$ cat src/rtl/lsf_pkg.sv
`default_nettype none
// ----------------------------------------------------------------------------
// LIN slave frame handler package
// Word layouts, command and status bundles between controller and datapath,
// result codes and the small arithmetic helpers of the frame handler.
// ----------------------------------------------------------------------------
package lsf_pkg;

  localparam int unsigned SLOTS_DEF     = 8;
  localparam int unsigned MAX_BYTES_DEF = 8;
  localparam int unsigned ID_COUNT_DEF  = 64;

  localparam logic [2:0] OP_BREAK    = 3'd0;
  localparam logic [2:0] OP_BUS_BYTE = 3'd1;
  localparam logic [2:0] OP_TABLE_WR = 3'd2;
  localparam logic [2:0] OP_DATA_WR  = 3'd3;
  localparam logic [2:0] OP_DATA_RD  = 3'd4;

  localparam logic [1:0] KIND_TX     = 2'd0;
  localparam logic [1:0] KIND_READ   = 2'd1;
  localparam logic [1:0] KIND_REPORT = 2'd2;

  localparam logic [2:0] ST_OK         = 3'd0;
  localparam logic [2:0] ST_SYNC_ERR   = 3'd1;
  localparam logic [2:0] ST_PARITY_ERR = 3'd2;
  localparam logic [2:0] ST_UNKNOWN_ID = 3'd3;
  localparam logic [2:0] ST_CSUM_ERR   = 3'd4;
  localparam logic [2:0] ST_BAD_ACCESS = 3'd5;

  localparam logic [7:0] SYNC_FIELD = 8'h55;

  typedef struct packed {
    logic [2:0] opcode;
    logic [7:0] data_byte;
    logic [5:0] frame_id;
    logic       entry_valid;
    logic [2:0] entry_slot;
    logic       entry_publish;
    logic [3:0] entry_length;
    logic [2:0] byte_index;
  } lsf_req_t;

  typedef struct packed {
    logic [1:0] kind;
    logic [7:0] out_byte;
    logic [2:0] status;
    logic [2:0] frame_slot;
    logic       last;
  } lsf_rsp_t;

  typedef enum logic [0:0] {
    AS_PUB    = 1'b0,
    AS_ACCESS = 1'b1
  } addr_sel_t;

  typedef enum logic [1:0] {
    WS_NONE   = 2'd0,
    WS_CLEAR  = 2'd1,
    WS_ACCESS = 2'd2,
    WS_COPY   = 2'd3
  } wr_sel_t;

  typedef enum logic [1:0] {
    BS_ZERO  = 2'd0,
    BS_RDATA = 2'd1,
    BS_CSUM  = 2'd2
  } byte_sel_t;

  typedef enum logic [1:0] {
    SS_ZERO   = 2'd0,
    SS_ENTRY  = 2'd1,
    SS_LOOKUP = 2'd2
  } slot_sel_t;

  typedef struct packed {
    logic       latch;
    logic       hdr_clear;
    logic       rx_store;
    logic       id_rd;
    logic       id_pid;
    logic       id_wr;
    logic       entry_load;
    logic       ds_rd;
    addr_sel_t  addr_sel;
    wr_sel_t    ds_wr;
    logic       pub_add;
    logic       copy_step;
    logic       emit;
    logic [1:0] kind;
    logic [2:0] status;
    byte_sel_t  byte_sel;
    slot_sel_t  slot_sel;
    logic       last;
  } lsf_cmd_t;

  typedef struct packed {
    logic [2:0] op;
    logic       sync_ok;
    logic       parity_ok;
    logic       id_valid;
    logic       id_publish;
    logic       idx_ok;
    logic       rx_room;
    logic       csum_ok;
    logic       step_last;
    logic       clr_last;
  } lsf_sts_t;

  // Eight-bit sum with end-around carry.
  function automatic logic [7:0] sum_add(input logic [7:0] a, input logic [7:0] b);
    logic [8:0] t;
    t = {1'b0, a} + {1'b0, b};
    if (t > 9'd255) t = t - 9'd255;
    return t[7:0];
  endfunction

  function automatic logic [3:0] sat_len(input logic [3:0] len, input int unsigned maxb);
    logic [3:0] m;
    m = 4'(maxb);
    if (len == 4'd0) return 4'd1;
    if (len > m) return m;
    return len;
  endfunction

  // Slot reduced into the range of the data store by repeated subtraction.
  function automatic logic [2:0] slot_mod(input logic [2:0] s, input int unsigned slots);
    logic [6:0] r;
    logic [6:0] n;
    r = {4'b0000, s};
    n = 7'(slots);
    for (int i = 0; i < 8; i++) begin
      if (r >= n) r = r - n;
    end
    return r[2:0];
  endfunction

  function automatic logic pid_parity_ok(input logic [7:0] b);
    logic p0;
    logic p1;
    p0 = b[0] ^ b[1] ^ b[2] ^ b[4];
    p1 = ~(b[1] ^ b[3] ^ b[4] ^ b[5]);
    return (b[6] == p0) && (b[7] == p1);
  endfunction

endpackage
`default_nettype wire

$ cat src/rtl/lsf_ctrl.sv
`default_nettype none
// ----------------------------------------------------------------------------
// LIN slave frame handler controller
// Frame phase tracking and the sequencer that drives the datapath for each
// accepted word.
// ----------------------------------------------------------------------------
module lsf_ctrl (
  input  logic             clk,
  input  logic             rst,
  input  logic             start,
  output logic             busy,
  input  lsf_pkg::lsf_sts_t sts,
  output lsf_pkg::lsf_cmd_t cmd
);
  import lsf_pkg::*;

  typedef enum logic [8:0] {
    S_CLEAR    = 9'b000000001,
    S_IDLE     = 9'b000000010,
    S_DISPATCH = 9'b000000100,
    S_LOOKUP   = 9'b000001000,
    S_RD_WAIT  = 9'b000010000,
    S_PUB_RD   = 9'b000100000,
    S_PUB_EMIT = 9'b001000000,
    S_PUB_CSUM = 9'b010000000,
    S_COPY     = 9'b100000000
  } state_t;

  typedef enum logic [3:0] {
    PH_IDLE = 4'b0001,
    PH_SYNC = 4'b0010,
    PH_PID  = 4'b0100,
    PH_RECV = 4'b1000
  } phase_t;

  state_t state, state_next;
  phase_t phase, phase_next;

  always_ff @(posedge clk) begin
    if (rst) begin
      state <= S_CLEAR;
      phase <= PH_IDLE;
    end else begin
      state <= state_next;
      phase <= phase_next;
    end
  end

  assign busy = (state != S_IDLE);

  always_comb begin
    state_next     = state;
    phase_next     = phase;
    cmd.latch      = 1'b0;
    cmd.hdr_clear  = 1'b0;
    cmd.rx_store   = 1'b0;
    cmd.id_rd      = 1'b0;
    cmd.id_pid     = 1'b0;
    cmd.id_wr      = 1'b0;
    cmd.entry_load = 1'b0;
    cmd.ds_rd      = 1'b0;
    cmd.addr_sel   = AS_PUB;
    cmd.ds_wr      = WS_NONE;
    cmd.pub_add    = 1'b0;
    cmd.copy_step  = 1'b0;
    cmd.emit       = 1'b0;
    cmd.kind       = KIND_REPORT;
    cmd.status     = ST_OK;
    cmd.byte_sel   = BS_ZERO;
    cmd.slot_sel   = SS_ZERO;
    cmd.last       = 1'b1;

    case (state)
      S_CLEAR: begin
        cmd.ds_wr = WS_CLEAR;
        if (sts.clr_last) state_next = S_IDLE;
      end

      S_IDLE: begin
        if (start) begin
          cmd.latch  = 1'b1;
          state_next = S_DISPATCH;
        end
      end

      S_DISPATCH: begin
        state_next = S_IDLE;
        case (sts.op)
          OP_BREAK: begin
            phase_next    = PH_SYNC;
            cmd.hdr_clear = 1'b1;
          end
          OP_BUS_BYTE: begin
            case (phase)
              PH_SYNC: begin
                if (sts.sync_ok) begin
                  phase_next = PH_PID;
                end else begin
                  phase_next = PH_IDLE;
                  cmd.emit   = 1'b1;
                  cmd.status = ST_SYNC_ERR;
                end
              end
              PH_PID: begin
                phase_next = PH_IDLE;
                if (!sts.parity_ok) begin
                  cmd.emit   = 1'b1;
                  cmd.status = ST_PARITY_ERR;
                end else begin
                  cmd.id_rd  = 1'b1;
                  cmd.id_pid = 1'b1;
                  state_next = S_LOOKUP;
                end
              end
              PH_RECV: begin
                if (sts.rx_room) begin
                  cmd.rx_store = 1'b1;
                end else begin
                  phase_next = PH_IDLE;
                  if (sts.csum_ok) begin
                    state_next = S_COPY;
                  end else begin
                    cmd.emit     = 1'b1;
                    cmd.status   = ST_CSUM_ERR;
                    cmd.slot_sel = SS_ENTRY;
                  end
                end
              end
              default: begin
                // A byte outside a frame, such as our own echo, is dropped.
              end
            endcase
          end
          OP_TABLE_WR: begin
            cmd.id_wr = 1'b1;
          end
          OP_DATA_WR, OP_DATA_RD: begin
            cmd.id_rd  = 1'b1;
            state_next = S_LOOKUP;
          end
          default: begin
          end
        endcase
      end

      S_LOOKUP: begin
        state_next = S_IDLE;
        if (sts.op == OP_BUS_BYTE) begin
          if (!sts.id_valid) begin
            cmd.emit   = 1'b1;
            cmd.status = ST_UNKNOWN_ID;
          end else begin
            cmd.entry_load = 1'b1;
            if (sts.id_publish) begin
              state_next = S_PUB_RD;
            end else begin
              phase_next = PH_RECV;
            end
          end
        end else if (sts.op == OP_DATA_WR) begin
          cmd.emit = 1'b1;
          if (!sts.id_valid) begin
            cmd.status = ST_BAD_ACCESS;
          end else begin
            cmd.slot_sel = SS_LOOKUP;
            if (sts.idx_ok) cmd.ds_wr = WS_ACCESS;
          end
        end else begin
          cmd.kind = KIND_READ;
          if (!sts.id_valid) begin
            cmd.emit   = 1'b1;
            cmd.status = ST_BAD_ACCESS;
          end else if (sts.idx_ok) begin
            cmd.ds_rd    = 1'b1;
            cmd.addr_sel = AS_ACCESS;
            state_next   = S_RD_WAIT;
          end else begin
            cmd.emit     = 1'b1;
            cmd.slot_sel = SS_LOOKUP;
          end
        end
      end

      S_RD_WAIT: begin
        cmd.emit     = 1'b1;
        cmd.kind     = KIND_READ;
        cmd.byte_sel = BS_RDATA;
        cmd.slot_sel = SS_LOOKUP;
        state_next   = S_IDLE;
      end

      S_PUB_RD: begin
        cmd.ds_rd    = 1'b1;
        cmd.addr_sel = AS_PUB;
        state_next   = S_PUB_EMIT;
      end

      S_PUB_EMIT: begin
        cmd.emit     = 1'b1;
        cmd.kind     = KIND_TX;
        cmd.byte_sel = BS_RDATA;
        cmd.slot_sel = SS_ENTRY;
        cmd.last     = 1'b0;
        cmd.pub_add  = 1'b1;
        state_next   = sts.step_last ? S_PUB_CSUM : S_PUB_RD;
      end

      S_PUB_CSUM: begin
        cmd.emit     = 1'b1;
        cmd.kind     = KIND_TX;
        cmd.byte_sel = BS_CSUM;
        cmd.slot_sel = SS_ENTRY;
        state_next   = S_IDLE;
      end

      S_COPY: begin
        cmd.ds_wr     = WS_COPY;
        cmd.copy_step = 1'b1;
        if (sts.step_last) begin
          cmd.emit     = 1'b1;
          cmd.slot_sel = SS_ENTRY;
          state_next   = S_IDLE;
        end
      end

      default: begin
        state_next = S_IDLE;
      end
    endcase
  end

endmodule
`default_nettype wire

$ cat src/rtl/lsf_datapath.sv
`default_nettype none
// ----------------------------------------------------------------------------
// LIN slave frame handler datapath
// Frame table, data store, receive buffer, checksum accumulator and the
// result register, all steered by the controller.
// ----------------------------------------------------------------------------
module lsf_datapath #(
  parameter int unsigned SLOTS     = lsf_pkg::SLOTS_DEF,
  parameter int unsigned MAX_BYTES = lsf_pkg::MAX_BYTES_DEF,
  parameter int unsigned ID_COUNT  = lsf_pkg::ID_COUNT_DEF
) (
  input  logic              clk,
  input  logic              rst,
  input  lsf_pkg::lsf_req_t req,
  input  lsf_pkg::lsf_cmd_t cmd,
  output lsf_pkg::lsf_sts_t sts,
  output lsf_pkg::lsf_rsp_t rsp,
  output logic              rsp_strobe
);
  import lsf_pkg::*;

  localparam int unsigned DEPTH = SLOTS * MAX_BYTES;
  localparam int unsigned AW    = (DEPTH > 1) ? $clog2(DEPTH) : 1;
  localparam int unsigned MW    = AW + 4;
  localparam int unsigned IW    = (MAX_BYTES > 1) ? $clog2(MAX_BYTES) : 1;
  localparam int unsigned ID_W  = $clog2(ID_COUNT);

  lsf_req_t req_q;

  // Frame table: slot, publish flag and length in memory, valid bits in flops.
  logic [7:0]          id_mem [ID_COUNT];
  logic [ID_COUNT-1:0] id_vld;
  logic [7:0]          id_q;
  logic                id_vld_q;
  logic [ID_W-1:0]     id_addr;

  logic [7:0]    ds_mem [DEPTH];
  logic [7:0]    ds_q;
  logic [AW-1:0] clr_addr;

  logic [7:0] rbuf [MAX_BYTES];

  logic [2:0] entry_slot;
  logic [3:0] entry_len;
  logic [3:0] byte_count;
  logic [7:0] running_sum;
  logic [3:0] step;

  lsf_rsp_t rsp_q;
  logic     rsp_strobe_q;

  logic [2:0]    rd_slot, wr_slot, rd_idx, wr_idx;
  logic [MW-1:0] rd_wide, wr_wide;
  logic [7:0]    wr_data;
  logic          ds_we;

  always_ff @(posedge clk) begin
    if (cmd.latch) req_q <= req;
  end

  assign id_addr = cmd.id_pid ? req_q.data_byte[ID_W-1:0] : req_q.frame_id[ID_W-1:0];

  always_ff @(posedge clk) begin
    if (cmd.id_wr) begin
      id_mem[req_q.frame_id[ID_W-1:0]] <= {slot_mod(req_q.entry_slot, SLOTS),
                                           req_q.entry_publish,
                                           sat_len(req_q.entry_length, MAX_BYTES)};
    end
    if (cmd.id_rd) id_q <= id_mem[id_addr];
  end

  always_ff @(posedge clk) begin
    if (rst) begin
      id_vld   <= '0;
      id_vld_q <= 1'b0;
    end else begin
      if (cmd.id_wr) id_vld[req_q.frame_id[ID_W-1:0]] <= req_q.entry_valid;
      if (cmd.id_rd) id_vld_q <= id_vld[id_addr];
    end
  end

  // Data store addressing: slot times bytes per slot plus byte position.
  always_comb begin
    if (cmd.addr_sel == AS_ACCESS) begin
      rd_slot = id_q[7:5];
      rd_idx  = req_q.byte_index;
    end else begin
      rd_slot = entry_slot;
      rd_idx  = step[2:0];
    end
    wr_slot = (cmd.ds_wr == WS_ACCESS) ? id_q[7:5] : entry_slot;
    wr_idx  = (cmd.ds_wr == WS_ACCESS) ? req_q.byte_index : step[2:0];
    rd_wide = MW'(rd_slot) * MW'(MAX_BYTES) + MW'(rd_idx);
    wr_wide = MW'(wr_slot) * MW'(MAX_BYTES) + MW'(wr_idx);
    case (cmd.ds_wr)
      WS_ACCESS: wr_data = req_q.data_byte;
      WS_COPY:   wr_data = rbuf[step[IW-1:0]];
      default:   wr_data = 8'h00;
    endcase
  end

  assign ds_we = (cmd.ds_wr != WS_NONE);

  always_ff @(posedge clk) begin
    if (ds_we) begin
      if (cmd.ds_wr == WS_CLEAR) ds_mem[clr_addr] <= 8'h00;
      else                       ds_mem[wr_wide[AW-1:0]] <= wr_data;
    end
    if (cmd.ds_rd) ds_q <= ds_mem[rd_wide[AW-1:0]];
  end

  always_ff @(posedge clk) begin
    if (rst) begin
      clr_addr <= '0;
    end else if (cmd.ds_wr == WS_CLEAR) begin
      clr_addr <= clr_addr + AW'(1);
    end
  end

  always_ff @(posedge clk) begin
    if (cmd.rx_store) rbuf[byte_count[IW-1:0]] <= req_q.data_byte;
  end

  always_ff @(posedge clk) begin
    if (rst) begin
      entry_slot  <= 3'd0;
      entry_len   <= 4'd0;
      byte_count  <= 4'd0;
      running_sum <= 8'h00;
      step        <= 4'd0;
    end else if (cmd.entry_load) begin
      entry_slot  <= id_q[7:5];
      entry_len   <= id_q[3:0];
      byte_count  <= 4'd0;
      running_sum <= 8'h00;
      step        <= 4'd0;
    end else if (cmd.hdr_clear) begin
      byte_count  <= 4'd0;
      running_sum <= 8'h00;
    end else if (cmd.rx_store) begin
      running_sum <= sum_add(running_sum, req_q.data_byte);
      byte_count  <= byte_count + 4'd1;
    end else if (cmd.pub_add) begin
      running_sum <= sum_add(running_sum, ds_q);
      step        <= step + 4'd1;
    end else if (cmd.copy_step) begin
      step <= step + 4'd1;
    end
  end

  always_ff @(posedge clk) begin
    if (rst) begin
      rsp_strobe_q <= 1'b0;
    end else begin
      rsp_strobe_q <= cmd.emit;
    end
  end

  always_ff @(posedge clk) begin
    if (cmd.emit) begin
      rsp_q.kind   <= cmd.kind;
      rsp_q.status <= cmd.status;
      rsp_q.last   <= cmd.last;
      case (cmd.byte_sel)
        BS_RDATA: rsp_q.out_byte <= ds_q;
        BS_CSUM:  rsp_q.out_byte <= ~running_sum;
        default:  rsp_q.out_byte <= 8'h00;
      endcase
      case (cmd.slot_sel)
        SS_ENTRY:  rsp_q.frame_slot <= entry_slot;
        SS_LOOKUP: rsp_q.frame_slot <= id_q[7:5];
        default:   rsp_q.frame_slot <= 3'd0;
      endcase
    end
  end

  assign rsp        = rsp_q;
  assign rsp_strobe = rsp_strobe_q;

  always_comb begin
    sts.op         = req_q.opcode;
    sts.sync_ok    = (req_q.data_byte == SYNC_FIELD);
    sts.parity_ok  = pid_parity_ok(req_q.data_byte);
    sts.id_valid   = id_vld_q;
    sts.id_publish = id_q[4];
    sts.idx_ok     = ({1'b0, req_q.byte_index} < id_q[3:0]);
    sts.rx_room    = (byte_count < entry_len);
    sts.csum_ok    = (~running_sum == req_q.data_byte);
    sts.step_last  = ((step + 4'd1) == entry_len);
    sts.clr_last   = (clr_addr == AW'(DEPTH - 1));
  end

endmodule
`default_nettype wire

$ cat src/rtl/lin_slave_frame_handler.sv
`default_nettype none
// A publish response emits each byte after a data store read of it and ends with the
// checksum byte. At the end of a subscribe frame the received bytes are copied into
// the data store in order.
// Results are registered and appear in the cycle after the step that forms them, one word per strobe.
// ----------------------------------------------------------------------------
// LIN slave frame handler
// Slave node with header checking, frame table lookup, publish responses and
// subscribe reception with classic checksum. Reset clears the frame table and
// then sweeps the data store to zero.
// ----------------------------------------------------------------------------
module lin_slave_frame_handler #(
  parameter int unsigned SLOTS     = lsf_pkg::SLOTS_DEF,
  parameter int unsigned MAX_BYTES = lsf_pkg::MAX_BYTES_DEF,
  parameter int unsigned ID_COUNT  = lsf_pkg::ID_COUNT_DEF
) (
  input  logic              clk,
  input  logic              rst,
  input  logic              start,
  output logic              busy,
  input  lsf_pkg::lsf_req_t req,
  output logic              rsp_strobe,
  output lsf_pkg::lsf_rsp_t rsp
);
  import lsf_pkg::*;

  lsf_cmd_t cmd;
  lsf_sts_t sts;

  lsf_ctrl u_ctrl (
    .clk   (clk),
    .rst   (rst),
    .start (start),
    .busy  (busy),
    .sts   (sts),
    .cmd   (cmd)
  );

  lsf_datapath #(
    .SLOTS     (SLOTS),
    .MAX_BYTES (MAX_BYTES),
    .ID_COUNT  (ID_COUNT)
  ) u_datapath (
    .clk        (clk),
    .rst        (rst),
    .req        (req),
    .cmd        (cmd),
    .sts        (sts),
    .rsp        (rsp),
    .rsp_strobe (rsp_strobe)
  );

  // An accepted word always occupies the sequencer in the cycle after it is taken.
  a_accept_busy: assert property (@(posedge clk) disable iff (rst)
    start && !busy |=> busy)
    else $error("accepted word did not raise busy");

  // Only the final word of a response may leave the sequencer idle.
  a_more_follows: assert property (@(posedge clk) disable iff (rst)
    rsp_strobe && !rsp.last |-> busy)
    else $error("non-final result word with sequencer idle");

  a_report_byte: assert property (@(posedge clk) disable iff (rst)
    rsp_strobe && rsp.kind == KIND_REPORT |-> rsp.out_byte == 8'h00)
    else $error("frame report carries a data byte");

  // Transmit words only come from a publish response, which never reports errors.
  a_tx_status: assert property (@(posedge clk) disable iff (rst)
    rsp_strobe && rsp.kind == KIND_TX |-> rsp.status == ST_OK)
    else $error("transmit word with error status");

endmodule
`default_nettype wire

$ cat config.mk
export PLATFORM = sky130hd
export DESIGN_NAME = lin_slave_frame_handler
export DESIGN_NICKNAME = d
export VERILOG_FILES = /design/src/rtl/lsf_pkg.sv /design/src/rtl/lsf_ctrl.sv /design/src/rtl/lsf_datapath.sv /design/src/rtl/lin_slave_frame_handler.sv
export SDC_FILE = /design/constraint.sdc
export NUM_CORES = 2
export LEC_CHECK = 0
export BUFFER_PORTS_ARGS = -buffer_cell sky130_fd_sc_hd__buf_2
export CORE_MARGIN = 5
export CORE_UTILIZATION = 45
export DETAILED_ROUTE_END_ITERATION = 10
export PLACE_DENSITY = 0.72
export SLEW_MARGIN = 20
export SYNTH_ARGS = -nofsm -noshare
export SYNTH_HDL_FRONTEND = slang
export SYNTH_SLANG_ARGS = --single-unit
$ cat constraint.sdc
create_clock -name clk -period 8 [get_ports clk]
set_input_delay 0.4 -clock clk [delete_from_list [all_inputs] [get_ports clk]]
set_output_delay 0.4 -clock clk [all_outputs]
set_load 0.005 [all_outputs]
* After elaboration in Yosys (flattened, before gate mapping)
Memories as Yosys holds them, arrays and structs flattened. A register that Yosys moved wholly into a read port is not among the register bits. Index checks and enable logic that the tools add are counted.
Cells by class: $add $sub $neg 9, magnitude comparators 8, eq/ne operators 39, mux-type cells 133, bitwise operators 10, reductions and logical operators 18
Operator list (number):
- 9-bit 2-to-1 mux | 8
- 64-bit bitwise mux | 1
- 9-bit one-hot mux with 7 select lines | 1
- 4-bit 2-to-1 mux | 13
- 8-bit 2-to-1 mux | 6
- 1-bit 2-to-1 mux | 46
- 2-bit 2-to-1 mux | 20
- 3-bit 2-to-1 mux | 12
- 9-bit one-hot mux with 2 select lines | 2
- 8-bit one-hot mux with 2 select lines | 2
- 8-bit by 8-bit adder with 9-bit output | 2
- 9-bit by 8-bit > comparator with 1-bit output, second input constant | 2
- 6-bit 2-to-1 mux | 3
- 4-bit one-hot mux with 2 select lines | 2
- 8-bit subtractor, second input constant | 2
- 5-bit 2-to-1 mux | 3
- 6-bit by 7-bit < comparator with 1-bit output, second input constant | 2
- 6-bit by 3-bit adder with 6-bit output | 2
- 2-bit one-hot mux with 3 select lines | 2
- 3-bit one-hot mux with 2 select lines | 2
- 4-bit one-hot mux with 3 select lines | 1
- 2-bit one-hot mux with 5 select lines | 1
- 9-bit by 1-bit == test with 1-bit output, second input constant | 1
- 9-bit by 2-bit == test with 1-bit output, second input constant | 1
- other kinds (51) | 80
Storage, ports and cells: register bits after elaboration 154, bits in writable memories 1088, input port bits 32, word-level logic and storage cells 244, memories kept 3
Memory list:
- u_datapath.ds_mem | words 64, bits a word 8, read ports 1, clocked after memory_dff 1, write ports 1, line lsf_datapath.sv:37 | logic [7:0] ds_mem [DEPTH];
- u_datapath.id_mem | words 64, bits a word 8, read ports 1, clocked after memory_dff 1, write ports 1, line lsf_datapath.sv:31 | logic [7:0] id_mem [ID_COUNT];
- u_datapath.rbuf | words 8, bits a word 8, read ports 1, clocked after memory_dff 1, write ports 1, line lsf_datapath.sv:41 | logic [7:0] rbuf [MAX_BYTES];

* Logic depth before layout (Yosys ltp)
depth after elaboration 16, mapped depth 17

* Cells and area by module
Synthesis repeated with hierarchy kept, for this count alone.
Second synthesis, totals: cell total of the unflattened synthesis 3091, area total of the unflattened synthesis 51759.6 sq um
By module, submodules not included:
- lsf_datapath | times used 1, cells an instance 2934, area an instance 50563.5 sq um
- lsf_ctrl | times used 1, cells an instance 157, area an instance 1196.1 sq um

* Worst setup path after synthesis
No wires, ideal clock.
kind register to register, start register u_ctrl.state[0], end memory u_datapath.ds_mem[0][0] (data pin), library setup time 0.702 ns, arrival time 4.242 ns, slack 3.056 ns, stages on the path, launching flop included 6, buffers on the path 1, period minus slack after synthesis 4.944 ns, cells stage by stage dfxtp_1 nor4_1 nand2_1 or4b_2 clkbuf_1 o21ai_0
Between the ends: word-level cells in the longest chain between the ends 8
RTL lines:
- start: declaration | line lsf_ctrl.sv:36 | state_t state, state_next;
- start signal: assignment | line lsf_ctrl.sv:44 | state <= state_next;
- 9-bit == test, or another cell as far along | line lsf_ctrl.sv:73 | case (state)
- 2-bit one-hot mux with 3 select lines * | line lsf_ctrl.sv:73
- 2-bit by 1-bit == test with 1-bit output | line lsf_datapath.sv:106 | if (cmd.ds_wr == WS_CLEAR) ds_mem[clr_addr] <= 8'h00;
- 1-bit 2-to-1 mux | line lsf_datapath.sv:106
- 1-bit 2-to-1 mux | line lsf_datapath.sv:105 | if (ds_we) begin
- 1-bit 2-to-1 mux (not written as such) | line lsf_datapath.sv:107 | else ds_mem[wr_wide[AW-1:0]] <= wr_data;
- 8-bit OR reduction (no source line)
- 8-bit 2-to-1 mux (no source line) *
- end: declaration | line lsf_datapath.sv:37
Mark *: on every way between the ends. The rest lies on a longest branch, timed or not.

* Worst setup path in the final report
start register u_datapath.req_q[19] in the netlist's numbering, end register u_datapath.id_q[7] (read register of u_datapath.id_mem) (data pin)
Between the ends: word-level cells in the longest chain between the ends 11
RTL lines:
- start: declaration | line lsf_datapath.sv:28 | lsf_req_t req_q;
- start signal: assignment | line lsf_datapath.sv:58 | if (cmd.latch) req_q <= req;
- 1-bit XOR (3 in series) | line lsf_pkg.sv:141 | p1 = ~(b[1] ^ b[3] ^ b[4] ^ b[5]);
- 1-bit NOT | line lsf_pkg.sv:141
- 1-bit == test | line lsf_pkg.sv:142 | return (b[6] == p0) && (b[7] == p1);
- 1-bit logical AND | line lsf_pkg.sv:142
- 2-bit 2-to-1 mux | line lsf_ctrl.sv:106 | if (!sts.parity_ok) begin
- 2-bit 2-to-1 mux | line lsf_ctrl.sv:94 | case (phase)
- 1-bit 2-to-1 mux | line lsf_ctrl.sv:88 | case (sts.op)
- 5-bit 2-to-1 mux | line lsf_ctrl.sv:73
- 6-bit 2-to-1 mux | line lsf_datapath.sv:61 | assign id_addr = cmd.id_pid ? req_q.data_byte[ID_W-1:0] : req_q.frame_id[ID_W-1:0];
- end: declaration | line lsf_datapath.sv:33 | logic [7:0] id_q;
Parallel ways exist; a longest one is shown, timed or not. A chain may end at the register's enable or synchronous reset.

==> metrics.md <==
| Metric | Value |
|---|---|
| Largest net degree at the start of global routing | 157 |
| Post-synth ARST share | 0% |
| Via count | 34300 |
| Slew @ Worst Pin | 1190 ps |
| ANT nets after route | 0 |
| Top-area cell type share of the netlist area | 66.2% |
| Max Cap Viol | 0 |
| Min cycle time layout | 5480 ps |
| RD Place Congestion | 0.893 |
| Final net count | 4144 |
| Antenna violations before repair | 1 |
| Highest clock rate | 0.183 GHz |
| DR WL/cell | 24.1 um |
| Worst Setup SP | u_datapath.req_q[19] |
| Outcome | finished clean |
| Setup Viol. Count Final | 0 |
| Reg-to-reg critical path startpoint | u_datapath.req_q[19] |
| Synth Net Count | 4107 |
| Clock Sinks | 1261 |
| Core area | 116000 sq um |
| Crit Path Class | reg -> reg |
| Port buffer count | 50 |
| I/O Pins | 51 |
| Slew Limit Fails | 0 |
| DR iter-0 viols | 4342 |
| Vias in the first global route | 32800 |
| P per Cell Area | 224 nW/um^2 |
| Synth Flop Type | edfxtp_1 |
| Synthesized area per cell | 12.9 sq um |
| Post-synth EDFFs | 1150 |
| Final hold violation count | 0 |
| Die Wd | 351 um |
| Yosys cell types | 83 |
| Leak pwr | 18.8 nW |
| Area Overhead vs Synth | 11.5% |
| FF-to-FF setup slack | 2520 ps |
| Cell count after synthesis | 4042 |
| Hold crit path type | in -> reg |
| Crit path capture type | register |
| Grt ovf | 0 |
| Period utilization | 68.5% |
| Max-Slew Margin vs Limit | 20.0% |
| Synth area leader | edfxtp_1 |
| Crit path required time | 8610 ps |
| Std-Cell Rows | 125 |
| Total iterations of the first detailed-routing run | 6 |
| Top cells by count, synth | 1150 x edfxtp_1, 904 x nand2_1, 258 x nand3_1 |
| Internal power | 10.4 mW |
| Gate power share | 1.9% |
| Register area share after synthesis | 70.4% |
| Layout cells sized above 1 | 9.01% |
| Reg power frac | 54.9% |
| VDD IR-drop max | 0.198 mV |
| DR vias/cell | 6.02 |
| Clock tree buffer depth | 3 |
| Drt total wl | 137000 um |
| R2r worst-path depth | 13 |
| Synth top area cells | edfxtp_1 66%, nand2_1 6.5%, dfxtp_1 4.3%, mux2i_1 3.3%, nand3_1 2.5% |
| DRC errors left | 0 |
| Post-Syn Area | 52200 sq um |
| Resize count post-CTS | 0 |
| Gr usage total | 21.8% |
| Cells after DPL | 5454 |
| Fin cells | 5706 |
| Seq cells post-synth | 1261 |
| CTS tree | yes |
| Hold Path End | u_datapath.req_q[1] |
| Setup TNS | 0 ps |
| Syn. warnings | 0 |
| Worst-skew pair later-pin latency | 740 ps |
| Unrepaired setup endpoints after global routing | no |
| Maximum fanout along the worst path | 116 |
| CP Launch Type | register |
| DP HPWL | 84000 um |
| First-pass GRT wire length | 206000 um |
| NetSw | 2.68 mW |
| Reg2reg end | u_datapath.id_q[7] |
| Sw frac | 20.5% |
| Tot Pwr | 13.1 mW |
| Fin Hold WS | 50.0 ps |
| CTS H-tree depth | 3 |
| Final core occ | 50.3% |
| Total CTS buffers | 120 |
| Die area | 123000 sq um |
| Crit path DAT | 6090 ps |
| Most frequent cell after synthesis | edfxtp_1 |
| Hold Crit Depth | 1 |
| Hold_sp | req[1] |
| Clk pwr share | 43.2% |
| Clock transition at path regs | 60 ps |
| Root Buffer Master | clkbuf_16 |
| Worst Clk Skew | 80.1 ps |
| ANT cells | 0 |
| FILL cells | 9606 |
| Die height | 351 um |
| Starting Density | 45.1% |
==> power by group through the flow <==
stage | clock network [mW] | registers (mW) | logic [mW]
finish | 5.64 | 7.17 | 0.253
global route | 5.98 | 7.17 | 0.267
CTS | 5.69 | 7.17 | 0.248
detailed placement | 0 | 7.31 | 0.238
global placement | 0 | 7.31 | 0.234
floorplan | 0 | 7.30 | 0.125
==> kinds of logic (layout without fill, tap and decap cells) <==
| group | Yosys count | in the layout | share of synthesized area [%] |
|---|---|---|---|
| simple gates | 1638 | 1638 | 13.6 |
| flops | 1261 | 1261 | 70.4 |
| compound gates | 577 | 577 | 7.56 |
| buf+inv | 286 | 426 | 2.49 |
| mux | 204 | 204 | 4.37 |
| xor+xnor | 43 | 43 | 0.748 |
| fa+ha+maj | 33 | 33 | 0.820 |
==> critical path, cell delays in order (launching register included) <==
cell	delay [ps]
edfxtp_1	860
inv_1	140
ha_1	320
xnor2_1	160
xnor2_1	300
and4_1	240
buf_4	390
mux2_8	790
buf_4	820
nand2_1	150
a31oi_1	220
nand4_1	220
a32oi_1	390
and3_1	210
==> cell type report <==
cell class | count | area, sq um | area share (%)
sequential | 1261 | 36800 | 63.1
multi-input combinational | 2495 | 14400 | 24.7
clock buffer | 151 | 3130 | 5.38
tap | 1524 | 1910 | 3.28
timing repair buffer | 143 | 1030 | 1.77
clock inverter | 74 | 771 | 1.32
inverter | 58 | 218 | 0.374
==> state kept, by name (all words and copies together) (netlist names), named ones only <==
register / count
u_ctrl.state: 9
u_datapath.rsp_strobe: 1
u_datapath.id_mem: 512
u_datapath.running_sum: 8
u_datapath.rsp: 17
u_datapath.ds_q: 8
u_datapath.id_vld_q: 1
u_datapath.entry_len: 4
u_datapath.req_q: 26
u_datapath.byte_count: 4
u_datapath.clr_addr: 6
u_datapath.rbuf: 64
u_datapath.step: 4
u_datapath.ds_mem: 512
u_datapath.id_vld: 64
u_datapath.id_q: 8
u_datapath.entry_slot: 3
u_datapath.sts: 3
u_ctrl.phase: 4
==> cell usage in the layout, fill, tap and decap left out, types with 19 or more instances in the layout <==
| cell type | count |
|---|---|
| edfxtp_1 | 1150 |
| nand2_1 | 904 |
| nand3_1 | 258 |
| nor2_1 | 239 |
| mux2i_1 | 168 |
| a21oi_1 | 150 |
| a32oi_1 | 121 |
| clkbuf_16 | 120 |
| dfxtp_1 | 110 |
| o21ai_0 | 84 |
| buf_4 | 66 |
| nand4_1 | 64 |
| inv_1 | 58 |
| buf_2 | 49 |
| a31oi_1 | 46 |
| nor3_1 | 44 |
| a2111oi_0 | 34 |
| a211oi_1 | 33 |
| ha_1 | 31 |
| clkbuf_1 | 30 |
| dlygate4sd3_1 | 27 |
| xnor2_1 | 23 |
| clkinv_1 | 23 |
| nor4_1 | 21 |
| clkinv_2 | 21 |
| xor2_1 | 19 |
| nand2b_1 | 19 |
==> routing by layer <==
| layer | up-vias | GRT usage (%) | wire, um |
|---|---|---|---|
| met4 | 0 | 8.08 | 4940 |
| met1 | 16900 | 30.3 | 54600 |
| li1 | 15200 | - | - |
| met2 | 1912 | 34.3 | 63500 |
| met5 | - | 0 | 0 |
| met3 | 314 | 4.23 | 14200 |
==> what timing repair did <==
| item | 4_1_cts | 5_1_grt |
|---|---|---|
| hold buffers | 27 | 0 |
| setup buffers | 0 | 0 |
| endpoints found under the hold margin | 36 | 0 |
==> how the worst max path moves through the flow <==
stage,end,slack (ps)
finish,u_datapath.id_q[7],2520
global route,u_datapath.id_q[2],2280
CTS,u_datapath.id_q[7],2600
detailed placement,u_datapath.id_q[7],2670
global placement,u_datapath.id_q[2],2840
floorplan,u_datapath.ds_mem[0][0],3060
==> through the flow <==
step | setup slack [ps] | cell area (sq um)
floorplan | 3060 | 52200
global placement | 2840 | 54000
detailed placement | 2670 | 54000
CTS | 2600 | 58200
global route | 2280 | 58200
finish | 2520 | 58200
Note: power is estimated with default switching activity, not from simulation.
